**src/rtl/mbrot_pkg.sv**
```systemverilog
// Package for the Mandelbrot escape-time block: payload structs and fixed widths.
// No dependencies.
`default_nettype none

package mbrot_pkg;

	localparam int CoordWidth = 32;
	localparam int CountWidth = 16;
	localparam int MagWidth   = 64;
	localparam int DigitWidth = 16;

	localparam logic [CountWidth-1:0] MaxIterReset = 16'd256;

	typedef struct packed {
		logic signed [CoordWidth-1:0] c_real;
		logic signed [CoordWidth-1:0] c_imag;
	} point_t;

	typedef struct packed {
		logic [CountWidth-1:0] iteration_count;
		logic                  escaped;
		logic [MagWidth-1:0]   final_mag_sq;
	} result_t;

endpackage

`default_nettype wire

```
**src/rtl/mbrot_mul.sv**
```systemverilog
// Shared signed multiplier: sign-magnitude, one 16-bit digit of b per cycle.
// Depends on mbrot_pkg (digit width).
`default_nettype none

module mbrot_mul #(
	parameter int OP_WIDTH = 60
) (
	input  logic                      clk,
	input  logic                      arst_n,
	input  logic                      go,
	input  logic signed [OP_WIDTH:0]  a,
	input  logic signed [OP_WIDTH:0]  b,
	output logic                      done,
	output logic signed [2*OP_WIDTH:0] prod
);

	localparam int DW    = mbrot_pkg::DigitWidth;
	localparam int ND    = (OP_WIDTH + DW - 1) / DW;
	localparam int BW    = ND * DW;
	localparam int ACC_W = OP_WIDTH + BW;
	localparam int CNT_W = (ND > 1) ? $clog2(ND) : 1;
	localparam logic [CNT_W-1:0] LastStep = CNT_W'(ND - 1);

	typedef enum logic [1:0] {
		MS_IDLE,
		MS_RUN,
		MS_FIN
	} mstate_t;

	mstate_t                 state_q;
	logic [OP_WIDTH-1:0]     a_mag;
	logic [OP_WIDTH-1:0]     b_mag;
	logic [OP_WIDTH-1:0]     a_q;
	logic [BW-1:0]           b_q;
	logic                    neg_q;
	logic [CNT_W-1:0]        cnt_q;
	logic [ACC_W-1:0]        acc_q;
	logic [OP_WIDTH+DW-1:0]  partial;
	logic [2*OP_WIDTH-1:0]   mag;

	assign a_mag = OP_WIDTH'(a[OP_WIDTH] ? -a : a);
	assign b_mag = OP_WIDTH'(b[OP_WIDTH] ? -b : b);

	// upper part of the accumulator plus this digit's partial product
	assign partial = {{DW{1'b0}}, acc_q[ACC_W-1 -: OP_WIDTH]} + a_q * b_q[DW-1:0];
	assign mag     = acc_q[2*OP_WIDTH-1:0];

	always_ff @(posedge clk or negedge arst_n) begin
		if (!arst_n) begin
			state_q <= MS_IDLE;
			done    <= 1'b0;
		end else begin
			done <= 1'b0;
			case (state_q)
				MS_IDLE: begin
					if (go) begin
						a_q     <= a_mag;
						b_q     <= BW'(b_mag);
						neg_q   <= a[OP_WIDTH] ^ b[OP_WIDTH];
						acc_q   <= '0;
						cnt_q   <= '0;
						state_q <= MS_RUN;
					end
				end
				MS_RUN: begin
					// shift the accumulator down one digit as the partial lands on top
					acc_q <= {partial, acc_q[BW-1:DW]};
					b_q   <= b_q >> DW;
					cnt_q <= cnt_q + 1'b1;
					if (cnt_q == LastStep) begin
						state_q <= MS_FIN;
					end
				end
				MS_FIN: begin
					prod    <= neg_q ? -$signed({1'b0, mag}) : $signed({1'b0, mag});
					done    <= 1'b1;
					state_q <= MS_IDLE;
				end
				default: begin
					state_q <= MS_IDLE;
				end
			endcase
		end
	end

endmodule

`default_nettype wire

```
**config.mk**
```make
export PLATFORM = sky130hd
export DESIGN_NAME = mbrot_mul
export DESIGN_NICKNAME = d
export VERILOG_FILES = /design/src/rtl/mbrot_pkg.sv /design/src/rtl/mbrot_mul.sv
export SDC_FILE = /design/constraint.sdc
export NUM_CORES = 2
export LEC_CHECK = 0
export BUFFER_PORTS_ARGS = -buffer_cell sky130_fd_sc_hd__clkbuf_2
export CAP_MARGIN = 15
export CORE_ASPECT_RATIO = 0.8
export CORE_UTILIZATION = 55
export DETAILED_ROUTE_END_ITERATION = 10
export GPL_TIMING_DRIVEN = 0
export HOLD_SLACK_MARGIN = 0.12
export PLACE_DENSITY = 0.73
export SLEW_MARGIN = 20
export SYNTH_ARGS = -nofsm -noshare
export SYNTH_HDL_FRONTEND = slang
export SYNTH_SLANG_ARGS = --single-unit
```
**constraint.sdc**
```tcl
create_clock -name clk -period 22 [get_ports clk]
set_clock_uncertainty 0.1 [all_clocks]
set_input_delay 3.3 -clock clk [delete_from_list [all_inputs] [get_ports clk]]
set_output_delay 3.3 -clock clk [all_outputs]
set_load 0.05 [all_outputs]
```
# --- Word level (Yosys, flattened, before mapping) ---
# Index checks and enable logic that the tools add are counted.
# W data, S select, Z words.
word_totals:
  wordCells: 40
  input_bits: 125
  regBits: 375
classes:
  addsub: 5
  n_bitwise: 1
  n_reduce_logical: 6
  mul: 1
  mux: 13
  n_eq_ne: 5
ops:
  columns: ["cell", "count"]
  rows:
  - ["$pmux W124 S2", 1]
  - ["$pmux W64 S2", 1]
  - ["$mux W124", 1]
  - ["$neg A120 Y121", 1]
  - ["$mux W120", 1]
  - ["$mux W60", 2]
  - ["$neg A60 Y60", 2]
  - ["$add A60 B76 Y76", 1]
  - ["$mul A60 B16 Y76", 1]
  - ["$mux W64", 1]
  - ["$pmux W2 S2", 2]
  - ["$mux W2", 3]
  - ["$reduce_and A3 Y1", 2]
  - ["$eq A2 B2 Y1 const B", 2]
  - ["$ne A2 B2 Y1 const B", 2]
  - ["$reduce_and A2 Y1", 2]
  - ["$add A2 B1 Y2 const B", 1]
  - ["$eq A2 B1 Y1 const B", 1]
  - ["$logic_not A2 Y1", 1]
  - ["$reduce_bool A2 Y1", 1]
  - ["$mux W1", 1]
  - ["$xor A1 B1 Y1", 1]

# --- Logic depth before layout (Yosys ltp) ---
logic_depth:
  ltp_word: 4
  depth_mapped: 26
  ltp_nobuf: 23

# --- Worst setup path after synthesis ---
# Ideal clock, no wire load.
synth_path:
  kind: "input port to flip-flop"
  startpoint: "in arst_n"
  endpoint: "reg prod[0] (enable)"
  cell_stages: 2
  slack_ns: 9.026
  arrival_time_ns: 12.099
  n_path_buf: 0
  required_ns: 21.126
  path_cell_list: "inv_1 nor3b_1"
synth_via:
  elab_chain_len: 1
synth_rtl:
  columns: ["item", "line", "rtl"]
  rows:
  - ["from (decl)", "mbrot_mul.sv:9", "input logic arst_n,"]
  - ["$reduce_and A2 Y1 (no line)", null, null]
  - ["to (signal assigned)", "mbrot_mul.sv:75", "prod <= neg_q ? -$signed({1'b0, mag}) : $signed({1'b0, mag});"]
  - ["to (decl)", "mbrot_mul.sv:14", "output logic signed [2*OP_WIDTH:0] prod"]
# Every way passes these cells.
# A chain may end at the register's enable or synchronous reset.

# --- Worst setup path in the final report ---
layout_path:
  startpoint: "reg b_q[4]"
  endpoint: "reg acc_q[117], data pin"
layout_via:
  elab_chain_len: 3
layout_rtl:
  columns: ["item", "line", "rtl"]
  rows:
  - ["from (decl)", "mbrot_mul.sv:34", "logic [BW-1:0] b_q;"]
  - ["from (signal assigned)", "mbrot_mul.sv:58", "b_q <= BW'(b_mag);"]
  - ["from (signal assigned)", "mbrot_mul.sv:68", "b_q <= b_q >> DW;"]
  - ["$mul A60 B16 Y76", "mbrot_mul.sv:45", "assign partial = {{DW{1'b0}}, acc_q[ACC_W-1 -: OP_WIDTH]} + a_q * b_q[DW-1:0];"]
  - ["$add A60 B76 Y76", "mbrot_mul.sv:45", null]
  - ["$pmux W124 S2", "mbrot_mul.sv:54", "case (state_q)"]
  - ["to (signal assigned)", "mbrot_mul.sv:67", "acc_q <= {partial, acc_q[BW-1:DW]};"]
  - ["to (decl)", "mbrot_mul.sv:37", "logic [ACC_W-1:0] acc_q;"]
# Every way passes these cells.

==> results by group <==
Outcome
  – Status: finished clean

GRT
  – Initial antenna violation count: 10
  – Gr ovfl total: 0
  – GRT Overall Usage: between 30 and 40%
  – First-pass GRT wire length: roughly 240000 µm
  – Largest net degree at the start of global routing: 30
  – Vias in the first global route: between 30000 and 40000

Logic synthesis
  – Seq/Total Area, Yosys: ~22%
  – Netlist cell types: about 70
  – Cell Area, Synth: ~50000 µm²
  – Synth top area share: 35.0%
  – Post-synth top flop: edfxtp_1
  – Count leader, synth: inv_1
  – Most frequent cells after synthesis: inv_1, fa_1, nand2_1, edfxtp_1, and2_1
  – Post-synthesis cell count: around 5300
  – Ys Warns: 0
  – Yosys reg bits: about 370
  – Leading area contributor after synthesis: fa_1
  – Syn Nets: approximately 6500
  – Top cells by area, synth: fa_1, edfxtp_1, inv_1
  – Post-synth EDFFs: 368
  – Ys async rst share: less than 1%
  – Avg Inst Size Synth: 9.37 µm²

Route
  – Drt wl/cell: 23.4 µm
  – Met2 WL: roughly 71000 µm
  – Wl on met1: about 63000 µm
  – Routed wl met3: between 15000 and 20000 µm
  – ANT nets after route: 0
  – Pre-antenna DRT Iters: 8
  – 1st-iter DRT viols: between 4000 and 5000
  – Vias per inst: 5.78
  – Uppermost layer routed: met4
  – DRC Markers: 0
  – Post-Route WL: roughly 160000 µm
  – Total vias in the final route: approximately 40000

Clock tree
  – Htree depth: 2
  – TritonCTS Buffers: a little over 40
  – Hold_buf cts: 0
  – Max Buffers Root-to-Sink: 3
  – CTS root buf: clkbuf_16
  – CTS clk-pin slew, worst paths: approximately 60 ps
  – Resized Gates After CTS: 0
  – CTS Sinks: approximately 370
  – TritonCTS clock tree: yes
  – Setup Buffers After CTS: 0
  – Clock latency on the worst-skew pair: ~640 ps

Floorplan
  – IO Pins: 247
  – Die area: 91600 µm²
  – Die Wd: 338 µm
  – Initial core utilization: between 50 and 60%
  – Core area: 89400 µm²
  – Row count: just under 100
  – Die extent in y: between 200 and 300 µm

Setup path
  – Worst EP arrival: 9800 ps
  – Crit end category: register
  – FF-to-FF Start: b_q[4]
  – Worst-path maximum fanout: 10
  – Crit start category: register
  – Setup crit start: b_q[4]
  – Critical path data required time: between 20000 and 25000 ps
  – Critical path class: reg2reg
  – Flop2flop setup slack: roughly 13000 ps

Hold path
  – HP Class: reg2reg
  – Hold_sp: b_q[59]

Finish
  – Proportion of layout cells with a drive suffix above 1: between 6 and 7%
  – Finished Layout Cells: between 6000 and 7000
  – Area grow syn2layout: 9.01%
  – Fin nets: 6772

Flow run
  – Max-Cap Viols: 0

Timing
  – Worst-margin pin slew: approximately 1200 ps
  – Fin crit period: 9480 ps
  – Setup tns final: 0 ps
  – Unrepaired setup endpoints after global routing: false
  – Fmax: between 100 and 150 MHz
  – Rel. slew slack: 21.4%
  – Hold Vio Cnt, Final: 0
  – Final Setup Violations: 0
  – Fin crit share: a little over two fifths
  – Fin. max-slew vios: 0

Placed design
  – Post-DP HPWL: around 130000 µm
  – # port buffers: 244
  – RD Place Congestion: 0.986
  – Placed cells: 6780
[layout by cell type (no fill, tap or decap), drive strengths merged, types with 14 or more instances in the layout]
cell	Yosys	final
buf	6	37
inv	1135	1138
edfxtp	368	368
o41ai	40	40
ha	154	154
nor2	159	159
nand4	52	52
nand2b	23	23
or3	44	44
nor3	47	47
fa	870	870
nand2	870	870
and2	357	357
a21oi	105	105
o21bai	22	22
o31ai	70	70
a21o	38	38
o21ai	173	173
clkinv	0	15
nand3	34	34
nor4	22	22
or4	29	29
xor2	85	85
and3	14	14
clkbuf	257	548
o21a	15	15
xnor2	209	209
[per-stage QoR]
| step | utilization [%] | instance area, µm² | setup WS (ps) | hold slack (ps) |
|---|---|---|---|---|
| 5_1_grt | 60.6 | 54200 | 12250 | 451 |
| 6_report | 60.6 | 54200 | 12520 | 426 |
| 3_3_place_gp | 58.6 | 52400 | 5360 | 407 |
| 4_1_cts | 60.6 | 54200 | 12890 | 427 |
| 3_5_place_dp | 59.1 | 52800 | 12880 | 412 |
| 2_1_floorplan | - | 49700 | 9030 | 365 |
[path summary, 6_finish.rpt]
kind,to,cells after the start
min,b_q[43],2
max in group asynchronous,done,1
min in group asynchronous,state_q[0],1
min reg2reg,b_q[43],2
max reg2reg,acc_q[117],25
max,acc_q[117],25
[flip-flops by register name (all words and copies together) (netlist names)]
name / count
b_q: 60
state_q: 2
done: 1
acc_q: 124
a_q: 60
cnt_q: 2
neg_q: 1
prod: 121
[critical path, stage by stage (launching register included)]
cell,delay (ps)
edfxtp_1,320
clkbuf_1,840
clkbuf_1,640
nand2_1,150
fa_1,520
inv_1,50
fa_1,530
inv_1,50
fa_1,510
inv_1,50
fa_1,490
fa_1,550
inv_1,50
fa_1,530
inv_1,40
ha_1,310
clkbuf_1,310
nand4_1,250
or3_1,430
a2111oi_0,370
o31a_1,420
nor2_1,110
a2111oi_0,940
o21ai_0,310
and3_1,260
nor3_1,160
[kinds of logic (layout without fill, tap and decap cells)]
kind of cell | after synthesis | count (layout) | share of synthesized area, %
muxes | 6 | 6 | 0.121
adders and majority gates | 1024 | 1024 | 38.9
xor gates and xnor gates | 294 | 294 | 5.18
other | 0 | 4 | 0
and+or+nand+nor | 1692 | 1692 | 16.2
AOI/OAI and AO/OA | 520 | 520 | 6.65
DFF | 371 | 371 | 22.4
buffers and inverters | 1398 | 1747 | 10.6
[metal layers]
layer	global-route usage (%)	vias to the layer above
li1	-	16949
met1	50.4	20091
met2	52.6	2156
met3	7.79	448
met4	16.4	0
met5	0	-
[cell type report]
cell class                 count  area, µm²
antenna                        4       10.0
buffer                       263        990
clock buffer                  47       1050
clock inverter                27        302
fill                        7703      35200
inverter                    1135       4260
multi-input combinational   3536      33400
sequential                   371      11100
tap                         1200       1500
timing repair buffer         275       1580
Power is left out: the tool's default activity adds up to more than one toggle a clock period on the data nets, which glitch-free logic cannot reach.
